[config.mk]
export PLATFORM = sky130hd
export DESIGN_NAME = playfair_6x6_cipher_flat
export DESIGN_NICKNAME = d
export VERILOG_FILES = /design/src/pf6_pkg.sv /design/src/pf6_channels.sv /design/src/pf6_ctrl.sv /design/src/pf6_datapath.sv /design/src/playfair_6x6_cipher.sv /design/src/flat_wrapper.sv
export SDC_FILE = /design/constraint.sdc
export NUM_CORES = 1
export LEC_CHECK = 0
export BUFFER_PORTS_ARGS = -buffer_cell sky130_fd_sc_hd__buf_2
export CAP_MARGIN = 40
export CORE_ASPECT_RATIO = 1.5
export CORE_UTILIZATION = 62
export DETAILED_ROUTE_END_ITERATION = 10
export HOLD_SLACK_MARGIN = 0.02
export PLACE_DENSITY = 0.81
export REMOVE_ABC_BUFFERS = 1
export SETUP_SLACK_MARGIN = 0.4
export SYNTH_ARGS = -nofsm -noshare
export SYNTH_HDL_FRONTEND = slang
export SYNTH_HIERARCHICAL = 1
export SYNTH_SLANG_ARGS = --single-unit
[constraint.sdc]
create_clock -name clock -period 8.6 [get_ports clock]
set_clock_uncertainty 0.2 [all_clocks]
set_input_delay 0 -clock clock [delete_from_list [all_inputs] [get_ports clock]]
set_output_delay 0 -clock clock [all_outputs]
set_load 0.1 [all_outputs]
[src/pf6_pkg.sv]
package pf6_pkg;

   localparam int SIDE = 6;
   localparam int NSYM = SIDE * SIDE;
   localparam int SYM_W = 6;

   typedef logic [SYM_W-1:0] sym_type;
   typedef logic [2:0]       code_type;
   typedef logic [7:0]       char_type;

   // Command codes of the request word
   localparam code_type CMD_START_KEY = 3'd0;
   localparam code_type CMD_KEY_CHAR  = 3'd1;
   localparam code_type CMD_KEY_END   = 3'd2;
   localparam code_type CMD_TEXT_CHAR = 3'd3;
   localparam code_type CMD_TEXT_END  = 3'd4;

   localparam sym_type  LAST_SYM   = sym_type'(NSYM - 1);
   localparam sym_type  FULL_COUNT = sym_type'(NSYM);
   localparam sym_type  PAD_SYM    = 6'd23;   // 'X'
   localparam sym_type  DIGIT_BASE = 6'd26;

   localparam char_type ASCII_UP_A = 8'h41;
   localparam char_type ASCII_UP_Z = 8'h5A;
   localparam char_type ASCII_LO_A = 8'h61;
   localparam char_type ASCII_LO_Z = 8'h7A;
   localparam char_type ASCII_ZERO = 8'h30;
   localparam char_type ASCII_NINE = 8'h39;

   typedef struct packed {
      logic latch;
      logic clear;
      logic place_key;
      logic walk_start;
      logic walk_step;
      logic set_pending;
      logic pos_read;
      logic pad;
      logic grid_read;
      logic out_second;
   } pf6_cmd_type;

   typedef struct packed {
      code_type cmd_code;
      logic     sym_ok;
      logic     grid_ready;
      logic     pending_valid;
      logic     walk_last;
   } pf6_status_type;

   function automatic logic is_alnum(input char_type c);
      return (c >= ASCII_UP_A && c <= ASCII_UP_Z) ||
             (c >= ASCII_LO_A && c <= ASCII_LO_Z) ||
             (c >= ASCII_ZERO && c <= ASCII_NINE);
   endfunction

   function automatic sym_type to_sym(input char_type c);
      sym_type s;
      if (c >= ASCII_UP_A && c <= ASCII_UP_Z) begin
         s = sym_type'(c - ASCII_UP_A);
      end else if (c >= ASCII_LO_A && c <= ASCII_LO_Z) begin
         s = sym_type'(c - ASCII_LO_A);
      end else begin
         s = sym_type'(c - ASCII_ZERO) + DIGIT_BASE;
      end
      return s;
   endfunction

   function automatic char_type to_ascii(input sym_type s);
      char_type c;
      if (s < DIGIT_BASE) begin
         c = ASCII_UP_A + char_type'(s);
      end else begin
         c = ASCII_ZERO + char_type'(s - DIGIT_BASE);
      end
      return c;
   endfunction

   // pos / 6 for pos < 36 as a multiply by 43/256
   function automatic logic [2:0] pos_row(input sym_type pos);
      logic [11:0] prod;
      prod = 12'(pos) * 12'd43;
      return prod[10:8];
   endfunction

   function automatic logic [2:0] pos_col(input sym_type pos);
      sym_type base;
      base = sym_type'(pos_row(pos)) * sym_type'(SIDE);
      return 3'(pos - base);
   endfunction

   function automatic sym_type cell_of(input logic [2:0] row, input logic [2:0] col);
      return sym_type'(row) * sym_type'(SIDE) + sym_type'(col);
   endfunction

endpackage

[src/pf6_channels.sv]
interface pf6_req_if
   import pf6_pkg::*;
();
   logic     valid;
   logic     ready;
   code_type command;
   char_type char_code;

   modport source (output valid, output command, output char_code, input ready);
   modport sink   (input valid, input command, input char_code, output ready);
endinterface

interface pf6_rsp_if
   import pf6_pkg::*;
();
   logic     valid;
   logic     ready;
   char_type out_char;
   logic     pair_last;

   modport source (output valid, output out_char, output pair_last, input ready);
   modport sink   (input valid, input out_char, input pair_last, output ready);
endinterface

[src/pf6_ctrl.sv]
module pf6_ctrl
   import pf6_pkg::*;
(
   input  logic           clock,
   input  logic           reset,
   input  logic           req_valid,
   output logic           req_ready,
   output logic           rsp_valid,
   input  logic           rsp_ready,
   input  pf6_status_type status,
   output pf6_cmd_type    cmd
);

   localparam logic [2:0] ST_IDLE   = 3'd0;
   localparam logic [2:0] ST_DECODE = 3'd1;
   localparam logic [2:0] ST_FILL   = 3'd2;
   localparam logic [2:0] ST_LOOKUP = 3'd3;
   localparam logic [2:0] ST_OUT0   = 3'd4;
   localparam logic [2:0] ST_OUT1   = 3'd5;

   logic [2:0] state_ff;
   logic [2:0] state_in;

   always_comb begin
      cmd       = '0;
      req_ready = 1'b0;
      rsp_valid = 1'b0;
      state_in  = state_ff;
      unique case (state_ff)
         ST_IDLE: begin
            req_ready = 1'b1;
            if (req_valid) begin
               cmd.latch = 1'b1;
               state_in  = ST_DECODE;
            end
         end
         ST_DECODE: begin
            state_in = ST_IDLE;
            unique case (status.cmd_code)
               CMD_START_KEY: cmd.clear = 1'b1;
               CMD_KEY_CHAR:  cmd.place_key = !status.grid_ready && status.sym_ok;
               CMD_KEY_END: begin
                  if (!status.grid_ready) begin
                     cmd.walk_start = 1'b1;
                     state_in       = ST_FILL;
                  end
               end
               CMD_TEXT_CHAR: begin
                  if (status.grid_ready && status.sym_ok) begin
                     if (status.pending_valid) begin
                        cmd.pos_read = 1'b1;
                        state_in     = ST_LOOKUP;
                     end else begin
                        cmd.set_pending = 1'b1;
                     end
                  end
               end
               CMD_TEXT_END: begin
                  if (status.grid_ready && status.pending_valid) begin
                     cmd.pos_read = 1'b1;
                     cmd.pad      = 1'b1;
                     state_in     = ST_LOOKUP;
                  end
               end
               default: ;
            endcase
         end
         ST_FILL: begin
            cmd.walk_step = 1'b1;
            if (status.walk_last) begin
               state_in = ST_IDLE;
            end
         end
         ST_LOOKUP: begin
            cmd.grid_read = 1'b1;
            state_in      = ST_OUT0;
         end
         ST_OUT0: begin
            rsp_valid = 1'b1;
            if (rsp_ready) begin
               state_in = ST_OUT1;
            end
         end
         ST_OUT1: begin
            rsp_valid      = 1'b1;
            cmd.out_second = 1'b1;
            if (rsp_ready) begin
               state_in = ST_IDLE;
            end
         end
         default: state_in = ST_IDLE;
      endcase
   end

   always_ff @(posedge clock) begin
      if (reset) begin
         state_ff <= ST_IDLE;
      end else begin
         state_ff <= state_in;
      end
   end

endmodule

[src/pf6_datapath.sv]
module pf6_datapath
   import pf6_pkg::*;
(
   input  logic           clock,
   input  logic           reset,
   input  code_type       req_command,
   input  char_type       req_char_code,
   input  pf6_cmd_type    cmd,
   output pf6_status_type status,
   output char_type       rsp_out_char,
   output logic           rsp_pair_last
);

   sym_type grid_mem [NSYM];
   sym_type pos_mem  [NSYM];

   logic [NSYM-1:0] used_ff,  used_in;
   sym_type         fill_ff,  fill_in;
   logic            ready_ff, ready_in;
   sym_type         pend_sym_ff, pend_sym_in;
   logic            pend_ok_ff,  pend_ok_in;
   sym_type         walk_ff,  walk_in;
   code_type        code_ff,  code_in;
   sym_type         sym_ff,   sym_in;
   logic            sym_ok_ff, sym_ok_in;

   sym_type pos_a_ff, pos_b_ff;
   sym_type cell_a_ff, cell_b_ff;

   sym_type place_sym;
   logic    place_en;
   sym_type pos_b_addr;
   sym_type cell_a, cell_b;

   assign place_sym  = cmd.walk_step ? walk_ff : sym_ff;
   assign place_en   = (cmd.place_key || cmd.walk_step) && !used_ff[place_sym] &&
                       (fill_ff != FULL_COUNT);
   assign pos_b_addr = cmd.pad ? PAD_SYM : sym_ff;
   assign cell_a     = cell_of(pos_row(pos_a_ff), pos_col(pos_b_ff));
   assign cell_b     = cell_of(pos_row(pos_b_ff), pos_col(pos_a_ff));

   always_comb begin
      used_in     = used_ff;
      fill_in     = fill_ff;
      ready_in    = ready_ff;
      pend_sym_in = pend_sym_ff;
      pend_ok_in  = pend_ok_ff;
      walk_in     = walk_ff;
      code_in     = code_ff;
      sym_in      = sym_ff;
      sym_ok_in   = sym_ok_ff;
      if (cmd.latch) begin
         code_in   = req_command;
         sym_in    = to_sym(req_char_code);
         sym_ok_in = is_alnum(req_char_code);
      end
      if (cmd.clear) begin
         used_in    = '0;
         fill_in    = '0;
         ready_in   = 1'b0;
         pend_ok_in = 1'b0;
      end
      if (place_en) begin
         used_in[place_sym] = 1'b1;
         fill_in            = fill_ff + 1'b1;
      end
      if (cmd.walk_start) begin
         walk_in = '0;
      end
      if (cmd.walk_step) begin
         walk_in = walk_ff + 1'b1;
         if (walk_ff == LAST_SYM) begin
            ready_in   = 1'b1;
            pend_ok_in = 1'b0;
         end
      end
      if (cmd.set_pending) begin
         pend_sym_in = sym_ff;
         pend_ok_in  = 1'b1;
      end
      if (cmd.pos_read) begin
         pend_ok_in = 1'b0;
      end
   end

   always_ff @(posedge clock) begin
      if (reset) begin
         used_ff    <= '0;
         fill_ff    <= '0;
         ready_ff   <= 1'b0;
         pend_ok_ff <= 1'b0;
      end else begin
         used_ff    <= used_in;
         fill_ff    <= fill_in;
         ready_ff   <= ready_in;
         pend_ok_ff <= pend_ok_in;
      end
   end

   always_ff @(posedge clock) begin
      pend_sym_ff <= pend_sym_in;
      walk_ff     <= walk_in;
      code_ff     <= code_in;
      sym_ff      <= sym_in;
      sym_ok_ff   <= sym_ok_in;
   end

   always_ff @(posedge clock) begin
      if (place_en) begin
         grid_mem[fill_ff]  <= place_sym;
         pos_mem[place_sym] <= fill_ff;
      end
      if (cmd.pos_read) begin
         pos_a_ff <= pos_mem[pend_sym_ff];
         pos_b_ff <= pos_mem[pos_b_addr];
      end
      if (cmd.grid_read) begin
         cell_a_ff <= grid_mem[cell_a];
         cell_b_ff <= grid_mem[cell_b];
      end
   end

   assign status.cmd_code      = code_ff;
   assign status.sym_ok        = sym_ok_ff;
   assign status.grid_ready    = ready_ff;
   assign status.pending_valid = pend_ok_ff;
   assign status.walk_last     = (walk_ff == LAST_SYM);

   assign rsp_out_char  = to_ascii(cmd.out_second ? cell_b_ff : cell_a_ff);
   assign rsp_pair_last = cmd.out_second;

endmodule

[src/playfair_6x6_cipher.sv]
// 6x6 Playfair cipher over A-Z then 0-9, rectangle rule only; encrypt and
// decrypt are the same operation.
// req_if carries one word (command, char_code): start key, key char, key end,
// text char or text end. rsp_if carries ciphered characters, two per pair,
// with pair_last high on the second one.
// Timing: the block takes one request word at a time. A word that gives no
// result passes through accept and decode. Key end also runs the fill walk,
// which steps once per symbol over all 36 symbols, placing the unused
// ones into the grid. A text word that closes a pair shows its first result
// after decode, a position lookup and a grid lookup (both through registered
// memory reads), and the second one the cycle after the first is taken;
// req_if.ready returns the cycle after the second is taken.
// Reset clears the grid status, the symbol marks and any open pair; the grid
// itself keeps stale contents and is only read after a full key load.
// When the receiver stalls, the result word holds on rsp_if and no new
// request word is taken until both results of the pair have been taken.
module playfair_6x6_cipher
   import pf6_pkg::*;
(
   input  logic clock,
   input  logic reset,
   pf6_req_if.sink   req_if,
   pf6_rsp_if.source rsp_if
);

   pf6_cmd_type    cmd;
   pf6_status_type status;

   // Sequence each word: decode, fill walk, two lookups, two results.
   pf6_ctrl u_ctrl (
      .clock     (clock),
      .reset     (reset),
      .req_valid (req_if.valid),
      .req_ready (req_if.ready),
      .rsp_valid (rsp_if.valid),
      .rsp_ready (rsp_if.ready),
      .status    (status),
      .cmd       (cmd)
   );

   // Hold the grid, symbol positions, fill state and the open pair.
   pf6_datapath u_datapath (
      .clock         (clock),
      .reset         (reset),
      .req_command   (req_if.command),
      .req_char_code (req_if.char_code),
      .cmd           (cmd),
      .status        (status),
      .rsp_out_char  (rsp_if.out_char),
      .rsp_pair_last (rsp_if.pair_last)
   );

endmodule

[src/flat_wrapper.sv]
// flat-port wrapper written by rule: the top's interface ports become plain ports
module playfair_6x6_cipher_flat import pf6_pkg::*;
  (clock, reset, req_if_valid, req_if_command, req_if_char_code, req_if_ready, rsp_if_valid, rsp_if_out_char, rsp_if_pair_last, rsp_if_ready);
  pf6_req_if req_if_i ();
  pf6_rsp_if rsp_if_i ();
  input  logic clock;
  input  logic reset;
  input wire logic [$bits(req_if_i.valid)-1:0] req_if_valid;
  input wire logic [$bits(req_if_i.command)-1:0] req_if_command;
  input wire logic [$bits(req_if_i.char_code)-1:0] req_if_char_code;
  output wire logic [$bits(req_if_i.ready)-1:0] req_if_ready;
  output wire logic [$bits(rsp_if_i.valid)-1:0] rsp_if_valid;
  output wire logic [$bits(rsp_if_i.out_char)-1:0] rsp_if_out_char;
  output wire logic [$bits(rsp_if_i.pair_last)-1:0] rsp_if_pair_last;
  input wire logic [$bits(rsp_if_i.ready)-1:0] rsp_if_ready;
  assign req_if_i.valid = req_if_valid;
  assign req_if_i.command = req_if_command;
  assign req_if_i.char_code = req_if_char_code;
  assign req_if_ready = req_if_i.ready;
  assign rsp_if_valid = rsp_if_i.valid;
  assign rsp_if_out_char = rsp_if_i.out_char;
  assign rsp_if_pair_last = rsp_if_i.pair_last;
  assign rsp_if_i.ready = rsp_if_ready;
  playfair_6x6_cipher u_core (.clock(clock), .reset(reset), .req_if(req_if_i), .rsp_if(rsp_if_i));
endmodule
; ---- Yosys cells after proc, flatten, opt, wreduce, memory -nomap -nowiden
; Memories as Yosys holds them, arrays and structs flattened. A register that Yosys moved wholly into a read port is not among the register bits.
; Cells that the tools add are included.
[classes]
n_reduce_logical = 21
n_eq_ne = 15
shift = 0
n_mux = 55
n_div = 0
n_lt_le_gt_ge = 9
bitwise = 1
n_addsub = 13
mul = 4
[ops]
columns = operator, count
row1 = $mux W36, 2
row2 = $mux W6, 9
row3 = $or A36 B36 Y36, 1
row4 = $mux W1, 26
row5 = $mul A6 B6 Y11 const B, 2
row6 = $mux W3, 6
row7 = $pmux W3 S6, 1
row8 = $ge A8 B7 Y1 const B, 2
row9 = $le A8 B7 Y1 const B, 2
row10 = $add A6 B1 Y6 const B, 2
row11 = $add A6 B3 Y6, 2
row12 = $eq A3 B2 Y1 const B, 4
row13 = $mux W2, 6
row14 = $sub A6 B6 Y6 const B, 2
row15 = $mul A3 B2 Y5 const B, 2
row16 = $eq A3 B3 Y1 const B, 3
row17 = $logic_and A1 B1 Y1, 9
row18 = $add A7 B6 Y8 const A, 1
row19 = $add A7 B7 Y8 const A, 1
row20 = $ge A8 B6 Y1 const B, 1
row21 = $le A8 B6 Y1 const B, 1
row22 = $mux W8, 1
row23 = $lt A6 B7 Y1 const B, 1
row24 = $sub A6 B5 Y7 const B, 1
row25 = other kinds (20), 30
[word_totals]
ram_bits = 432
in_bits = 15
n_memories = 2
wordCells = 130
rom_bits = 0
regBits = 69
latchBits = 0
out_inout_bits = 11
[memory_table]
columns = name, words, width, read_ports, rd_ports_with_merged_regs, write_ports, line
row1 = u_core.u_datapath.grid_mem, 36, 6, 2, 2, 1, pf6_datapath.sv:14  ; sym_type grid_mem [NSYM];
row2 = u_core.u_datapath.pos_mem, 36, 6, 2, 2, 1, pf6_datapath.sv:15  ; sym_type pos_mem [NSYM];

; ---- Longest topological paths before layout
; Gate-level depths: netlist (run 1).
[depth]
depth_word = 10
ltp_mapped = 22
ltp_nobuf = 21

; ---- Cells and area by module
; The synthesis (run 1) kept the hierarchy.
[modules_own_cells]
columns = module, seq_area_each_um2, cells_per_inst, area_per_inst_um2, n_inst
row1 = pf6_datapath, 15234.6, 1596, 26136.3, 1
row2 = pf6_ctrl, 60.1, 40, 320.3, 1

; ---- Worst setup path before layout (run 1)
; OpenSTA, ideal clock, no wires.
[synth_timing]
path_kind = register to register
from = reg u_core.u_datapath.pos_b_ff[1], read port of u_core.u_datapath.pos_mem
to = reg u_core.u_datapath.cell_a_ff[1], read port of u_core.u_datapath.grid_mem, data pin
t_arrival_ns = 5.037
path_buffers = 3
setup_ns = 0.260
path_slack_ns = 3.103
t_required_ns = 8.140
period_less_slack_ns = 5.497
path_stages_with_launch = 21
cell_sequence = edfxtp_1 -> ha_1 -> inv_1 -> fa_1 -> fa_1 -> inv_1 -> ha_1 -> nand2_1 -> o21ai_0 -> nand2_1 -> xnor2_1 -> ha_1 -> inv_1 -> ha_1 -> clkbuf_1 -> clkbuf_1 -> clkbuf_1 -> mux4_2 -> a221oi_1 -> mux2i_1 -> mux2_2
[synth_via]
elab_chain_cells = 4
[synth_lines]
columns = item, line
row1 = "start, declared", pf6_datapath.sv:27  ; sym_type pos_a_ff, pos_b_ff;
row2 = $mul A6 B6 Y11, pf6_pkg.sv:82  ; prod = 12'(pos) * 12'd43;
row3 = $mul A3 B2 Y5, --
row4 = $sub A3 B3 Y3 (*), pf6_pkg.sv:89  ; return 3'(pos - base);
row5 = $add A6 B3 Y6 (*), pf6_pkg.sv:93  ; return sym_type'(row) * sym_type'(SIDE) + sym_type'(col);
row6 = "end, declared", pf6_datapath.sv:28  ; sym_type cell_a_ff, cell_b_ff;
; Every way passes the cells marked *; elsewhere a longest branch is shown, timed or not.
; A chain may end at the register's enable or synchronous reset.

; ---- Worst setup path after layout (run 1)
[layout_timing]
from = reg u_core.u_datapath.pos_a_ff[1], read port of u_core.u_datapath.pos_mem
to = reg u_core.u_datapath.cell_b_ff[4], read port of u_core.u_datapath.grid_mem, data pin
[layout_via]
elab_chain_cells = 4
[layout_lines]
columns = item, line
row1 = "start, declared", pf6_datapath.sv:27
row2 = $mul A6 B6 Y11, pf6_pkg.sv:82
row3 = $mul A3 B2 Y5, pf6_pkg.sv:88  ; base = sym_type'(pos_row(pos)) * sym_type'(SIDE);
row4 = $sub A3 B3 Y3 (*), pf6_pkg.sv:89
row5 = $add A6 B3 Y6 (*), pf6_pkg.sv:93
row6 = "end, declared", pf6_datapath.sv:28
; Marks and branches as above.

==> results of run 1 <==
[worst max-delay path, stage by stage, from the launching register on]
cell,delay [ns]
edfxtp_1,0.46
ha_1,0.33
inv_1,0.05
fa_1,0.49
fa_1,0.55
inv_1,0.04
ha_1,0.27
nand2_1,0.05
o21ai_0,0.21
nand2_1,0.10
xnor2_1,0.18
ha_1,0.30
inv_1,0.05
ha_2,0.78
buf_4,0.51
mux4_2,0.38
a22o_1,0.23
a221oi_1,0.73
mux2i_1,0.16
mux2_2,0.31
[cell families (layout without fill, tap and decap cells)]
kind of cell / Yosys count / in the layout / share of synthesized area (%)
adder cells (fa/ha/maj): 85 / 85 / 4.36
AO/OA/AOI/OAI: 211 / 211 / 5.80
XOR/XNOR: 40 / 40 / 1.32
buffers and inverters: 169 / 248 / 2.70
other: 1 / 2 / 0.0142
AND/OR/NAND/NOR: 311 / 311 / 6.04
multiplexers: 294 / 294 / 21.9
flip-flops: 525 / 525 / 57.8
[path summary, 6_finish.rpt]
kind / start / to / depth (start not counted) / slack (ns)
min: req_if_char_code[0] / u_core/u_datapath/sym_ff[0] / 3 / 0.16
min reg2reg: u_core/u_datapath/used_ff[7] / u_core/u_datapath/used_ff[7] / 2 / 0.26
max: u_core/u_datapath/pos_a_ff[1] / u_core/u_datapath/cell_b_ff[4] / 19 / 1.92
max reg2reg: u_core/u_datapath/pos_a_ff[1] / u_core/u_datapath/cell_b_ff[4] / 19 / 1.92
[per-stage QoR]
stage | hold slack [ns] | setup WS [ns] | power, mW | area [um2] | std cells
2_1_floorplan | -0.134 | 0.855 | 3.05 | 26000 | 1533
3_3_place_gp | -0.0201 | 2.15 | 3.16 | 27100 | 2156
3_5_place_dp | -0.0219 | 2.15 | 3.17 | 27300 | 2170
4_1_cts | 0.0890 | 2.11 | 5.39 | 29200 | 2279
5_1_grt | 0.167 | 1.73 | 5.49 | 29200 | 2280
6_report | 0.158 | 1.92 | 5.38 | 29200 | 2280
[metal layers]
layer | routed length (um) | part of all wire, % | vias to the layer above | GRT usage (%)
met3 | 5330 | 7.6 | 306 | 4.56
met5 | 0 | 0 | - | 0
met4 | 5750 | 8.2 | 0 | 24.7
li1 | - | - | 6714 | -
met2 | 37900 | 54 | 1072 | 61.3
met1 | 21600 | 31 | 8222 | 36.0
[flip-flops by register name, indices dropped and copies added (netlist names)]
register                       cells
u_core/u_datapath/used_ff         36
u_core/u_datapath/ready_ff         1
u_core/u_datapath/pend_sym_ff      6
u_core/u_ctrl/state_ff             3
u_core/u_datapath/pos_a_ff         6
u_core/u_datapath/pend_ok_ff       1
u_core/u_datapath/cell_b_ff        6
u_core/u_datapath/pos_mem        216
u_core/u_datapath/sym_ff           6
u_core/u_datapath/walk_ff          6
u_core/u_datapath/fill_ff          6
u_core/u_datapath/grid_mem       216
u_core/u_datapath/code_ff          3
u_core/u_datapath/sym_ok_ff        1
u_core/u_datapath/cell_a_ff        6
u_core/u_datapath/pos_b_ff         6
[cell usage after synthesis (5+ instances only)]
cell type and n:
buf_2 6, xor2_1 14, nor3_1 6, o31ai_1 9
mux4_2 224, and2_1 15, a211oi_1 12, inv_1 63
ha_1 73, mux2i_1 51, edfxtp_1 478, buf_6 6
o221ai_1 6, o22ai_1 6, buf_1 21, a21oi_1 24
nor4_1 14, a221oi_1 26, xnor2_1 26, clkbuf_1 64
o21ai_0 37, or3_1 5, mux2_2 15, buf_4 6
nand2_1 88, nor2_1 83, nor2b_1 35, fa_1 12
a31oi_1 23, a32o_1 10, nand3_1 27, dfxtp_1 47
a22o_1 33
[cell type report]
cell class / count / area, um2
Inverter: 66 / 253
Multi-Input combinational cell: 942 / 10500
Clock buffer: 57 / 1270
Clock inverter: 29 / 375
Antenna cell: 1 / 2.50
Timing Repair Buffer: 96 / 792
Fill cell: 2592 / 12800
Sequential cell: 525 / 15300
Tap cell: 564 / 706
[timing repair]
action                                  4_1_cts  5_1_grt
endpoints found under the setup margin        0        0
endpoints found under the hold margin        43        0
gates resized for setup                       0        0
hold buffers                                 23        0
[where the power goes]
group | switching [mW] | total [mW] | leakage [nW] | internal [mW]
clock | 0.923 | 2.24 | 0.796 | 1.32
sequential | 0.0117 | 2.81 | 4.74 | 2.79
combinational | 0.230 | 0.335 | 4.23 | 0.105
total | 1.16 | 5.38 | 9.77 | 4.22
==> reports/metrics.cfg, run 1 <==
[placed_design]
place.gp.congestion = 0.949
io_buffers = 24
dp_hpwl_um = 46400

[grt]
grt_usage_pct = 33.8
grt_pass1_wl_um = 105000
grt_max_degree = 55
grt_pass1_vias = 16981
grt_overflow = 0
antenna_found_initial = 1

[drt]
vias_per_cell = 7.16
vias = 16314
first_pass_iters = 5
drc = 0
post_drt_wl_per_cell_um = 30.9
antenna_left = 0
drt_iter0_drc = 2110
finalWirelength_um = 70500

[synthesis]
synth_area_um2 = 26500
synth_edf_count = 478
synthTopCellsByArea = edfxtp_1 (54%), mux4_2 (19%), dfxtp_1 (3.6%), ha_1 (3.5%), mux2i_1 (1.9%)
yosys.area.top_type_share_pct = 54.3
syn_avg_cell_area_um2 = 16.2
synthFlopType = edfxtp_1
synth.ff_latch_count = 525
syn_inst = 1636
ys_seq_area_share_pct = 57.8
yosysTopAreaCell = edfxtp_1
ys_warn_count = 6
ys_types = 74
synthArstFlopShare_pct = 0

[sta]
hold_viol = 0
setup_viol = 0
finalSetupTns_ns = 0
rsz0062_at_grt = false
period_share_pct = 77.6
slew_headroom_pct = 38.2
drv_slew = 0
period_needed_ns = 6.68
timing.fmax_ghz = 0.150
tightest_slew_ns = 0.919

[power_and_ir_drop]
leakagePower_nw = 9.77
power_density_nw_per_um2 = 185
ir_drop_uv = 227

[layout]
area_growth_pct = 10.3
nNetsFinal = 1777
layout_common_cells = edfxtp_1 (478), mux4_2 (224), nand2_1 (88), nor2_1 (79), ha_1 (71)
final_common_cell = edfxtp_1
final_util_pct = 69.5
final_layout_size_suffix_gt1_share_pct = 24.4

[clock_network]
cts_buffers = 46
htree_levels = 2
clock_sinks = 525
cts_tree = built
cts_setup_buffers = 0
path_clk_slew_ns = 0.07
clk_latency_ns = 0.57
clockBufferDepth = 3
ctsRootBufferMaster = clkbuf_16

[setup_path]
cp_max_fo = 29
end_kind = flop
required_ns = 8.71
critPathLaunchType = flop
cp.arrival_ns = 6.79
setup.worst_path.class = flop to flop

[die]
start_util_pct = 63.0
core_um2 = 42000
placementRows = 92
dieArea_um2 = 43500
fp.dieW_um = 171
die_y_um = 255
io_pins = 26

[min_path]
hold_class = input port to flop

[run]
cap_violations = 0

[run_status]
status = finished, final reports clean

Power figures use the tool's default switching activity.
==> run 2, diff against run 1 <==
==> constraint.sdc (replaced) <==
create_clock -name clock -period 6.3 [get_ports clock]
set_clock_uncertainty 0.2 [all_clocks]
set_input_delay 0 -clock clock [delete_from_list [all_inputs] [get_ports clock]]
set_output_delay 0 -clock clock [all_outputs]
set_load 0.1 [all_outputs]
==> run 2 against run 1 <==
Compared with the run above:
- die area did not move
- sequential share of layout area fell by 0.094 points
- via count fell by 1.9%
- critical endpoint is now u_core/u_datapath/cell_b_ff[1]
- highest routed layer unchanged
- register-to-register slack got worse by 1.3 ns
==> reports/metrics.cfg, run 2 (synthesized netlist as in run 1, its figures left out) <==
[placed_design]
place.gp.congestion = 1.01
io_buffers = 24
post_dp_cell_area_um2 = 27300
dp_hpwl_um = 47800

[sta]
setup_viol = 0
period_share_pct = 90.0
hold_viol = 0
slew_headroom_pct = 41.6
rsz0062_at_grt = false
timing.fmax_ghz = 0.176
tightest_slew_ns = 0.876
drv_slew = 0
finalSetupTns_ns = 0
whs_ns = 0.142
period_needed_ns = 5.67

[setup_path]
setup.worst_path.class = flop to flop
cp.arrival_ns = 5.79
cp_max_fo = 12
critPathLaunchType = flop
required_ns = 6.42
end_kind = flop

[power_and_ir_drop]
p_switching_mw = 1.58
ir_drop_uv = 260
clkPwrFrac_pct = 40.7
leakagePower_nw = 9.80
finalPower_mw = 7.22
power_density_nw_per_um2 = 247
p_sw_share_pct = 21.8
combPwrFrac_pct = 6.2
p_int_mw = 5.64
seqPwrFrac_pct = 53.1

[clock_network]
clock_sinks = 525
cts_tree = built
clk_latency_ns = 0.58
clockBufferDepth = 3
ctsRootBufferMaster = clkbuf_16
htree_levels = 2
path_clk_slew_ns = 0.07
cts_buffers = 47

[layout]
nNetsFinal = 1781
top_regs = u_core/u_datapath/grid_mem x216, u_core/u_datapath/pos_mem x216, u_core/u_datapath/used_ff x36
area_growth_pct = 10.5
final_layout_size_suffix_gt1_share_pct = 25.4
stdcell_area_um2 = 29200
final_common_cell = edfxtp_1
layout_common_cells = edfxtp_1 (478), mux4_2 (224), nand2_1 (88), nor2_1 (75), ha_1 (71)
final_util_pct = 69.6

[grt]
grt_pass1_vias = 16244
grt_max_degree = 55
antenna_found_initial = 1
grt_overflow = 0
grt_usage_pct = 33.7
grt_pass1_wl_um = 104000

[drt]
drt_iter0_drc = 1970
vias_per_cell = 7.01
vias = 16003
drc = 0
first_pass_iters = 6
antenna_left = 0
post_drt_wl_per_cell_um = 30.7
finalWirelength_um = 70100

[die]
io_pins = 26
start_util_pct = 63.0
dieArea_um2 = 43500
placementRows = 92
core_um2 = 42000
fp.dieW_um = 171
die_y_um = 255

[min_path]
hold_class = input port to flop

[run_status]
status = finished, final reports clean

[run]
cap_violations = 0

[run 2: repair_timing]
item,CTS,global route
hold buffers,23,0
setup endpoints to repair,0,12
setup buffers,0,2
resized for setup,0,20
hold endpoints to repair,49,0
[run 2: layout make-up]
cell class                      instances  area [um2]
Antenna cell                            1        2.50
Multi-Input combinational cell        942       10600
Clock buffer                           62        1280
Fill cell                            2701       12800
Sequential cell                       525       15300
Inverter                               66         253
Clock inverter                         24         274
Tap cell                              564         706
Timing Repair Buffer                   99         843
[run 2: worst max-delay path: stages, from the launching register on]
cell      delay (ns)
edfxtp_1        0.47
ha_1            0.33
inv_1           0.08
fa_1            0.45
fa_1            0.54
inv_1           0.04
ha_1            0.18
a21oi_1         0.17
o21ai_0         0.13
a31oi_1         0.26
xnor2_1         0.17
ha_1            0.30
xnor2_1         0.24
inv_1           0.09
fa_2            0.45
xor2_1          0.24
nor2_2          0.15
a22o_1          0.24
a221oi_1        0.28
mux2i_1         0.11
mux2_2          0.27
[run 2: path summary, 6_finish.rpt]
check | startpoint | endpoint | slack, ns | depth (start not counted)
worst max-delay path | u_core/u_datapath/pos_a_ff[1] | u_core/u_datapath/cell_b_ff[1] | 0.63 | 20
worst min-delay path | req_if_char_code[0] | u_core/u_datapath/sym_ff[0] | 0.14 | 3
worst max register to register | u_core/u_datapath/pos_a_ff[1] | u_core/u_datapath/cell_b_ff[1] | 0.63 | 20
worst min register to register | u_core/u_datapath/used_ff[18] | u_core/u_datapath/used_ff[18] | 0.26 | 2
[run 2: metal layers]
metal / track usage [%] / wire length (um)
met1: 36.2 / 21900
met2: 59.9 / 37100
met3: 4.02 / 4600
met4: 26.9 / 6500
met5: 0 / 0
[run 2: power groups by stage]
stage | clock [mW] | sequential (mW) | combinational (mW)
finish | 2.94 | 3.83 | 0.447
global route | 3.08 | 3.83 | 0.462
CTS | 2.96 | 3.83 | 0.434
detailed placement | 0 | 3.91 | 0.419
global placement | 0 | 3.91 | 0.406
floorplan | 0 | 3.92 | 0.244
[run 2: through the flow]
stage               setup WS (ns)  cells
floorplan                   -1.44   1533
global placement            0.638   2163
detailed placement          0.464   2171
CTS                         0.435   2280
global route                0.382   2283
finish                      0.627   2283
